`src/rtl/sau_pkg.sv`:
```
package sau_pkg;

  // Request word
  typedef struct packed {
    logic [2:0]         req_type;
    logic signed [31:0] push_value;
  } req_word_t;

  // Response word
  typedef struct packed {
    logic [1:0]         status;
    logic signed [31:0] top_value;
    logic [6:0]         stack_depth;
  } rsp_word_t;

  // Operation codes carried in req_type
  localparam logic [2:0] OP_PUSH = 3'd0;
  localparam logic [2:0] OP_ADD  = 3'd1;
  localparam logic [2:0] OP_SUB  = 3'd2;
  localparam logic [2:0] OP_MUL  = 3'd3;
  localparam logic [2:0] OP_DIV  = 3'd4;

  // Status codes
  localparam logic [1:0] ST_OK      = 2'd0;
  localparam logic [1:0] ST_SHORT   = 2'd1;
  localparam logic [1:0] ST_DIVZERO = 2'd2;
  localparam logic [1:0] ST_FULL    = 2'd3;

  // Fewest operands an arithmetic operation needs
  localparam int MIN_OPERANDS = 2;

  typedef enum logic [1:0] {
    ALU_ADD,
    ALU_SUB,
    ALU_MUL,
    ALU_DIV
  } alu_op_t;

  // Command from the sequencer to the arithmetic unit
  typedef struct packed {
    logic    start;
    alu_op_t op;
  } alu_req_t;

  typedef enum logic [2:0] {
    A_IDLE,
    A_ADDSUB,
    A_ABS_L,
    A_ABS_R,
    A_MUL,
    A_DIV,
    A_FIX,
    A_DONE
  } alu_state_t;

  typedef enum logic [1:0] {
    S_IDLE,
    S_EXEC,
    S_WAIT,
    S_RESP
  } seq_state_t;

endpackage

```
`src/rtl/stack_arithmetic_unit_core.sv`:
```
// Operand stack of signed words with push, add, sub, mul and div.
// Request channel (req, req_valid, req_stall): one word per operation,
// req_type selects the operation and push_value is the pushed operand.
// Response channel (rsp, rsp_valid, rsp_stall): exactly one word per
// request with status, the new top of stack (zero when empty) and depth.
// One request is in flight at a time; req_stall is high from acceptance
// until the response is loaded into the output register.
// Push, errors and unknown codes go from acceptance straight to the
// response state; add/sub, mul and div first pass through S_EXEC and
// S_WAIT while the arithmetic unit runs. Mul and div take longest, as
// the shared adder retires one bit per cycle for them.
// The top of stack lives in a register, the rest in a single-port-write,
// registered-read RAM; an arithmetic op reads the second entry in the
// cycle after acceptance.
// A stalled response holds in the output register; the next request is
// taken meanwhile, and its own response waits until that one is taken.
// Reset empties the stack and drops any pending response; no clearing
// pass is needed.
module stack_arithmetic_unit_core #(
  parameter int STACK_DEPTH = 64,
  parameter int WORD_WIDTH  = 32
) (
  input  logic               clk,
  input  logic               rst,
  input  sau_pkg::req_word_t req,
  input  logic               req_valid,
  output logic               req_stall,
  output sau_pkg::rsp_word_t rsp,
  output logic               rsp_valid,
  input  logic               rsp_stall
);

  import sau_pkg::*;

  localparam int AW = $clog2(STACK_DEPTH);
  localparam int DW = $clog2(STACK_DEPTH + 1);

  seq_state_t            state, state_next;
  logic [DW-1:0]         depth, depth_next;
  logic [WORD_WIDTH-1:0] top, top_next;
  logic [1:0]            status, status_next;
  alu_op_t               op_q, op_q_next;
  rsp_word_t             rsp_next;
  logic                  rsp_valid_next;

  logic                  wr_en, rd_en;
  logic [AW-1:0]         wr_addr, rd_addr;
  logic [WORD_WIDTH-1:0] rd_data;

  alu_req_t              alu_ctl;
  logic                  alu_done;
  logic [WORD_WIDTH-1:0] alu_result;

  logic                  accept;
  logic [DW-1:0]         depth_m1, depth_m2;
  logic [WORD_WIDTH+31:0] push_ext;
  logic [WORD_WIDTH-1:0] push_word;
  logic [WORD_WIDTH+31:0] top_ext;
  logic [DW+6:0]         depth_ext;

  assign accept    = req_valid & ~req_stall;
  assign req_stall = (state != S_IDLE);

  assign depth_m1  = depth - DW'(1);
  assign depth_m2  = depth - DW'(MIN_OPERANDS);

  // Push operand sign-extended or truncated to the stack word
  assign push_ext  = {{WORD_WIDTH{req.push_value[31]}}, req.push_value};
  assign push_word = push_ext[WORD_WIDTH-1:0];

  // Response fields zero-extended or truncated to their port widths
  assign top_ext   = {32'b0, (depth != '0) ? top : '0};
  assign depth_ext = {7'b0, depth_next};

  sau_ram #(
    .WIDTH (WORD_WIDTH),
    .DEPTH (STACK_DEPTH)
  ) u_stack (
    .clk     (clk),
    .wr_en   (wr_en),
    .wr_addr (wr_addr),
    .wr_data (top),
    .rd_en   (rd_en),
    .rd_addr (rd_addr),
    .rd_data (rd_data)
  );

  sau_alu #(
    .WIDTH (WORD_WIDTH)
  ) u_alu (
    .clk    (clk),
    .rst    (rst),
    .ctl    (alu_ctl),
    .lhs    (rd_data),
    .rhs    (top),
    .done   (alu_done),
    .result (alu_result)
  );

  always_ff @(posedge clk) begin
    if (rst) begin
      state     <= S_IDLE;
      depth     <= '0;
      rsp_valid <= 1'b0;
    end else begin
      state     <= state_next;
      depth     <= depth_next;
      rsp_valid <= rsp_valid_next;
    end
    top    <= top_next;
    status <= status_next;
    op_q   <= op_q_next;
    rsp    <= rsp_next;
  end

  // Operation sequencer
  always_comb begin
    state_next     = state;
    depth_next     = depth;
    top_next       = top;
    status_next    = status;
    op_q_next      = op_q;
    rsp_next       = rsp;
    rsp_valid_next = rsp_valid & rsp_stall;
    wr_en          = 1'b0;
    wr_addr        = depth_m1[AW-1:0];
    rd_en          = 1'b0;
    rd_addr        = depth_m2[AW-1:0];
    alu_ctl.start  = 1'b0;
    alu_ctl.op     = op_q;
    case (state)
      S_IDLE: begin
        if (accept) begin
          status_next = ST_OK;
          state_next  = S_RESP;
          case (req.req_type)
            OP_PUSH: begin
              if (depth == DW'(STACK_DEPTH)) begin
                status_next = ST_FULL;
              end else begin
                // old top spills into the RAM
                wr_en      = (depth != '0);
                top_next   = push_word;
                depth_next = depth + DW'(1);
              end
            end
            OP_ADD, OP_SUB, OP_MUL, OP_DIV: begin
              if (depth < DW'(MIN_OPERANDS)) begin
                status_next = ST_SHORT;
              end else if (req.req_type == OP_DIV && top == '0) begin
                status_next = ST_DIVZERO;
              end else begin
                rd_en      = 1'b1;
                state_next = S_EXEC;
                case (req.req_type)
                  OP_ADD:  op_q_next = ALU_ADD;
                  OP_SUB:  op_q_next = ALU_SUB;
                  OP_MUL:  op_q_next = ALU_MUL;
                  default: op_q_next = ALU_DIV;
                endcase
              end
            end
            default: begin
              // unknown code: stack untouched, status ok
            end
          endcase
        end
      end
      S_EXEC: begin
        alu_ctl.start = 1'b1;
        state_next    = S_WAIT;
      end
      S_WAIT: begin
        if (alu_done) begin
          top_next   = alu_result;
          depth_next = depth_m1;
          state_next = S_RESP;
        end
      end
      S_RESP: begin
        if (!rsp_valid || !rsp_stall) begin
          rsp_next.status      = status;
          rsp_next.top_value   = top_ext[31:0];
          rsp_next.stack_depth = depth_ext[6:0];
          rsp_valid_next       = 1'b1;
          state_next           = S_IDLE;
        end
      end
      default: begin
        state_next = S_IDLE;
      end
    endcase
  end

endmodule

```
`src/rtl/sau_ram.sv`:
```
module sau_ram #(
  parameter int WIDTH = 32,
  parameter int DEPTH = 64
) (
  input  logic                     clk,
  input  logic                     wr_en,
  input  logic [$clog2(DEPTH)-1:0] wr_addr,
  input  logic [WIDTH-1:0]         wr_data,
  input  logic                     rd_en,
  input  logic [$clog2(DEPTH)-1:0] rd_addr,
  output logic [WIDTH-1:0]         rd_data
);

  logic [WIDTH-1:0] mem [DEPTH];

  // One write port, one registered read port
  always_ff @(posedge clk) begin
    if (wr_en) begin
      mem[wr_addr] <= wr_data;
    end
    if (rd_en) begin
      rd_data <= mem[rd_addr];
    end
  end

endmodule

```
`src/rtl/sau_alu.sv`:
```
module sau_alu #(
  parameter int WIDTH = 32
) (
  input  logic              clk,
  input  logic              rst,
  input  sau_pkg::alu_req_t ctl,
  input  logic [WIDTH-1:0]  lhs,
  input  logic [WIDTH-1:0]  rhs,
  output logic              done,
  output logic [WIDTH-1:0]  result
);

  import sau_pkg::*;

  localparam int CW = $clog2(WIDTH);

  alu_state_t       state, state_next;
  alu_op_t          op_q, op_q_next;
  logic [WIDTH-1:0] acc, acc_next;     // product, remainder, result
  logic [WIDTH-1:0] opd, opd_next;     // multiplicand or divisor
  logic [WIDTH-1:0] shf, shf_next;     // multiplier or dividend, then quotient
  logic [CW-1:0]    cnt, cnt_next;
  logic             neg, neg_next;

  // The one shared adder/subtractor, two bits wider to give a borrow
  logic [WIDTH+1:0] add_x, add_y, sum;
  logic             add_sub;
  logic             ge;

  assign sum = add_x + (add_sub ? ~add_y : add_y) + {{(WIDTH+1){1'b0}}, add_sub};
  assign ge  = ~sum[WIDTH+1];

  assign result = acc;

  always_ff @(posedge clk) begin
    if (rst) begin
      state <= A_IDLE;
    end else begin
      state <= state_next;
    end
    op_q <= op_q_next;
    acc  <= acc_next;
    opd  <= opd_next;
    shf  <= shf_next;
    cnt  <= cnt_next;
    neg  <= neg_next;
  end

  // Sequencer around the shared adder
  always_comb begin
    state_next = state;
    op_q_next  = op_q;
    acc_next   = acc;
    opd_next   = opd;
    shf_next   = shf;
    cnt_next   = cnt;
    neg_next   = neg;
    add_x      = '0;
    add_y      = '0;
    add_sub    = 1'b0;
    done       = 1'b0;
    case (state)
      A_IDLE: begin
        if (ctl.start) begin
          op_q_next = ctl.op;
          acc_next  = '0;
          shf_next  = lhs;
          opd_next  = rhs;
          cnt_next  = '0;
          neg_next  = lhs[WIDTH-1] ^ rhs[WIDTH-1];
          case (ctl.op)
            ALU_ADD, ALU_SUB: state_next = A_ADDSUB;
            ALU_MUL:          state_next = A_MUL;
            ALU_DIV:          state_next = A_ABS_L;
            default:          state_next = A_ADDSUB;
          endcase
        end
      end
      A_ADDSUB: begin
        add_x      = {2'b00, shf};
        add_y      = {2'b00, opd};
        add_sub    = (op_q == ALU_SUB);
        acc_next   = sum[WIDTH-1:0];
        state_next = A_DONE;
      end
      // Dividend magnitude
      A_ABS_L: begin
        add_y   = {2'b00, shf};
        add_sub = 1'b1;
        if (shf[WIDTH-1]) begin
          shf_next = sum[WIDTH-1:0];
        end
        state_next = A_ABS_R;
      end
      // Divisor magnitude
      A_ABS_R: begin
        add_y   = {2'b00, opd};
        add_sub = 1'b1;
        if (opd[WIDTH-1]) begin
          opd_next = sum[WIDTH-1:0];
        end
        state_next = A_DIV;
      end
      // Shift-add, multiplier MSB first; only the low word is kept
      A_MUL: begin
        add_x    = {1'b0, acc, 1'b0};
        add_y    = shf[WIDTH-1] ? {2'b00, opd} : '0;
        acc_next = sum[WIDTH-1:0];
        shf_next = {shf[WIDTH-2:0], 1'b0};
        cnt_next = cnt + CW'(1);
        if (cnt == CW'(WIDTH - 1)) begin
          state_next = A_DONE;
        end
      end
      // Restoring division, one quotient bit a cycle
      A_DIV: begin
        add_x    = {1'b0, acc, shf[WIDTH-1]};
        add_y    = {2'b00, opd};
        add_sub  = 1'b1;
        acc_next = ge ? sum[WIDTH-1:0] : add_x[WIDTH-1:0];
        shf_next = {shf[WIDTH-2:0], ge};
        cnt_next = cnt + CW'(1);
        if (cnt == CW'(WIDTH - 1)) begin
          state_next = A_FIX;
        end
      end
      // Quotient sign
      A_FIX: begin
        add_y      = {2'b00, shf};
        add_sub    = 1'b1;
        acc_next   = neg ? sum[WIDTH-1:0] : shf;
        state_next = A_DONE;
      end
      A_DONE: begin
        done       = 1'b1;
        state_next = A_IDLE;
      end
      default: begin
        state_next = A_IDLE;
      end
    endcase
  end

endmodule

```
`config.mk`:
```
export PLATFORM = sky130hd
export DESIGN_NAME = stack_arithmetic_unit_core
export DESIGN_NICKNAME = d
export VERILOG_FILES = /design/src/rtl/sau_pkg.sv /design/src/rtl/stack_arithmetic_unit_core.sv /design/src/rtl/sau_ram.sv /design/src/rtl/sau_alu.sv
export SDC_FILE = /design/constraint.sdc
export NUM_CORES = 2
export LEC_CHECK = 0
export BUFFER_PORTS_ARGS = -buffer_cell sky130_fd_sc_hd__buf_4
export CORE_AREA = 5 5 498 377
export CTS_BUF_LIST = sky130_fd_sc_hd__clkbuf_16
export DETAILED_ROUTE_END_ITERATION = 8
export DIE_AREA = 0 0 503 382
export PLACE_DENSITY = 0.65
export SYNTH_ARGS = -nofsm -noshare
export SYNTH_HDL_FRONTEND = slang
export SYNTH_SLANG_ARGS = --single-unit
```
`constraint.sdc`:
```
create_clock -name clk -period 11.2 [get_ports clk]
set_input_delay 2.24 -clock clk [delete_from_list [all_inputs] [get_ports clk]]
set_output_delay 2.24 -clock clk [all_outputs]
set_load 0.1 [all_outputs]
```
==> results.ini <==
[status]
outcome = completed

[die]
coreArea_sq_um = 182000
die_x_microns = 503
ios = 82
fp.dieH_microns = 382
num_rows = 136
die_area_sq_um = 192000
initial_utilization_pct = 49.6

[synthesis]
synth_top_area_share_pct = 75.1
synth_area_leader_cell = edfxtp_1
synth-seq-area-share_pct = 75.4
async_flop_share_pct = 0
synthTopCellsByArea = edfxtp_1 (75%), mux4_2 (16%), xnor2_1 (0.60%), ha_1 (0.59%), a22o_1 (0.53%)
ys.flop_type = edfxtp_1
syn-cell-area_sq_um = 90400
synth_fp_nets = 4218
synth_seq_cells = 2274
synth_cell_types = 74
syn_inst = 4135
synth_warnings = 0
syn_avg_cell_area_sq_um = 21.9
synth_edf_count = 2261

[global_routing]
grt_pass1_wl_microns = 330000
grtUsageTotal_pct = 24.3
grt_pass1_vias = 42700
gr-total-overflow = 0
grt_start_max_net_pins = 104
antenna_found_initial = 29

[timing]
fin_setup_tns_ns = 0
grt_setup_unrepaired = no
final.min_clock_period_ns = 6.22
fin_skew_ns = 0.0448
layout_setup_ws_ns = 4.98
hold_violations = 0
period_share_pct = 55.5
clock.fmax_ghz = 0.161
finalMaxSlewViolations = 0
worst_pin_slew_ns = 1.28
maxSlewHeadroom_pct = 14.7
setup_viol = 0

[flow_run]
drv_cap = 0

[routing]
drc = 0
antenna_left = 0
vias_per_cell = 6.43
via_count = 44500
wl_microns = 235000
drt-wirelength-per-cell_microns = 33.9
first_pass_iters = 8
drt_iter0_drc = 6809

[cts]
cts_made_buffers = 206
cts_tree = done
post-cts-setup-buffer-count = 0
clkTransAtPathRegs_ns = 0.07
holdBufCountCts = 0
root_buffer = clkbuf_16
worst_skew_pair.late_latency_ns = 0.84
clock-sinks = 2274
clockBufferDepth = 3
postCtsResizedCells = 0
htreeDepth = 4

[power_and_ir_drop]
p_leak_uw = 0.0309
p_total_uw = 24200
ir_drop_v = 0.000176
powerDensity_nw_per_um2 = 240

[worst_setup_path]
path_class = reg -> reg
startpoint_type = register
critPathRequiredTime_ns = 11.72
endpoint_kind = register
cp.arrival_ns = 6.74
regToRegSetupSlack_ns = 4.98
cp_max_fo = 43

[place]
io_buffers = 81
place_worst_setup_slack_ns = 4.85
hpwlAfterDp_microns = 138000
placed_cells = 6528
gp_congestion = 0.910

[cells_and_area]
final_common_cell = edfxtp_1
layout_common_cells = edfxtp_1 (2261), mux4_2 (657), clkbuf_16 (206)
drive_gt1_share_pct = 28.3
final_core_util_pct = 55.5
final.fill_count = 13400
stdcell_count = 6924
nets = 4404
area_growth_pct = 11.8

[hold_path]
min_path_type = reg -> reg

Yosys cell counts, types with 29 or more instances:
master and number:
edfxtp_1 2261, mux4_2 657, nor2_1 128, clkbuf_1 118, nand2_1 107, buf_2 71
o21ai_0 66, xnor2_1 62, nor2b_1 61, a22oi_1 60, a22o_1 55, a21oi_1 48
ha_1 43, inv_1 37, mux2_2 32, buf_1 29
final cells by class:
class                      count  area [sq um]  share of cell area [%]
antenna                       17          42.5                  0.0421
tap                         2415          3020                    2.99
inverter                      37           139                   0.137
clock buffer                 206          5150                    5.10
sequential                  2274         68200                    67.4
clock inverter               173          1150                    1.14
timing repair buffer         203          1610                    1.59
multi-input combinational   1599         21800                    21.6
layer usage:
layer | global-route usage [%] | part of all wire (%)
met5 | 0 | 0.0051
met4 | 5.17 | 1.8
met3 | 6.18 | 11
met2 | 34.4 | 44
met1 | 38.7 | 43
power by group:
part	internal [uW]	total (uW)	switching (uW)
Sequential	10700	11000	322
Clock	3600	6680	3090
Combinational	2010	6540	4530
state kept, by name, summed over array words and instances (netlist names):
register and flops:
u_stack.mem 2048, rsp 41, top 32, u_alu.opd 32
u_alu.result 32, u_alu.shf 32, u_stack.rd_data 32, depth 7
u_alu.cnt 5, u_alu.state 3, op_q 2, state 2
status 2, u_alu.op_q 2, rsp_valid 1, u_alu.neg 1
cell families after synthesis:
family / synth area share (%)
xor gates and xnor gates: 0.746
and+or+nand+nor: 2.06
DFF: 75.4
adders and majority gates: 0.617
muxes: 16.9
AOI/OAI and AO/OA: 3.05
buffers and inverters: 1.23
worst max-delay path, cell delays in order, from the launching register on:
cell and delay, ns:
dfxtp_1 0.78, inv_1 0.30, nor2_4 0.61, buf_4 0.59, a22o_1 0.22, ha_1 0.31, a21oi_2 0.23, o211ai_1 0.17
a211oi_1 0.36, nor2_1 0.19, o41ai_2 0.42, nor3_2 0.14, a21o_4 0.26, o211ai_2 0.98, o21ai_0 0.29
worst paths after layout:
path | from | endpoint | depth (start not counted)
worst max-delay path | u_alu.state[2] | u_alu.result[0] | 14
worst min-delay path | status[1] | rsp[40] | 0
worst max register to register | u_alu.state[2] | u_alu.result[0] | 14
worst min register to register | status[1] | rsp[40] | 0
metrics by stage:
stage,instance area (sq um),hold slack (ns)
6_report,101000,0.480
5_1_grt,101000,0.489
4_1_cts,101000,0.470
3_5_place_dp,94700,0.463
3_3_place_gp,94700,0.466
2_1_floorplan,90400,0.400
(Power assumes the default switching activity.)
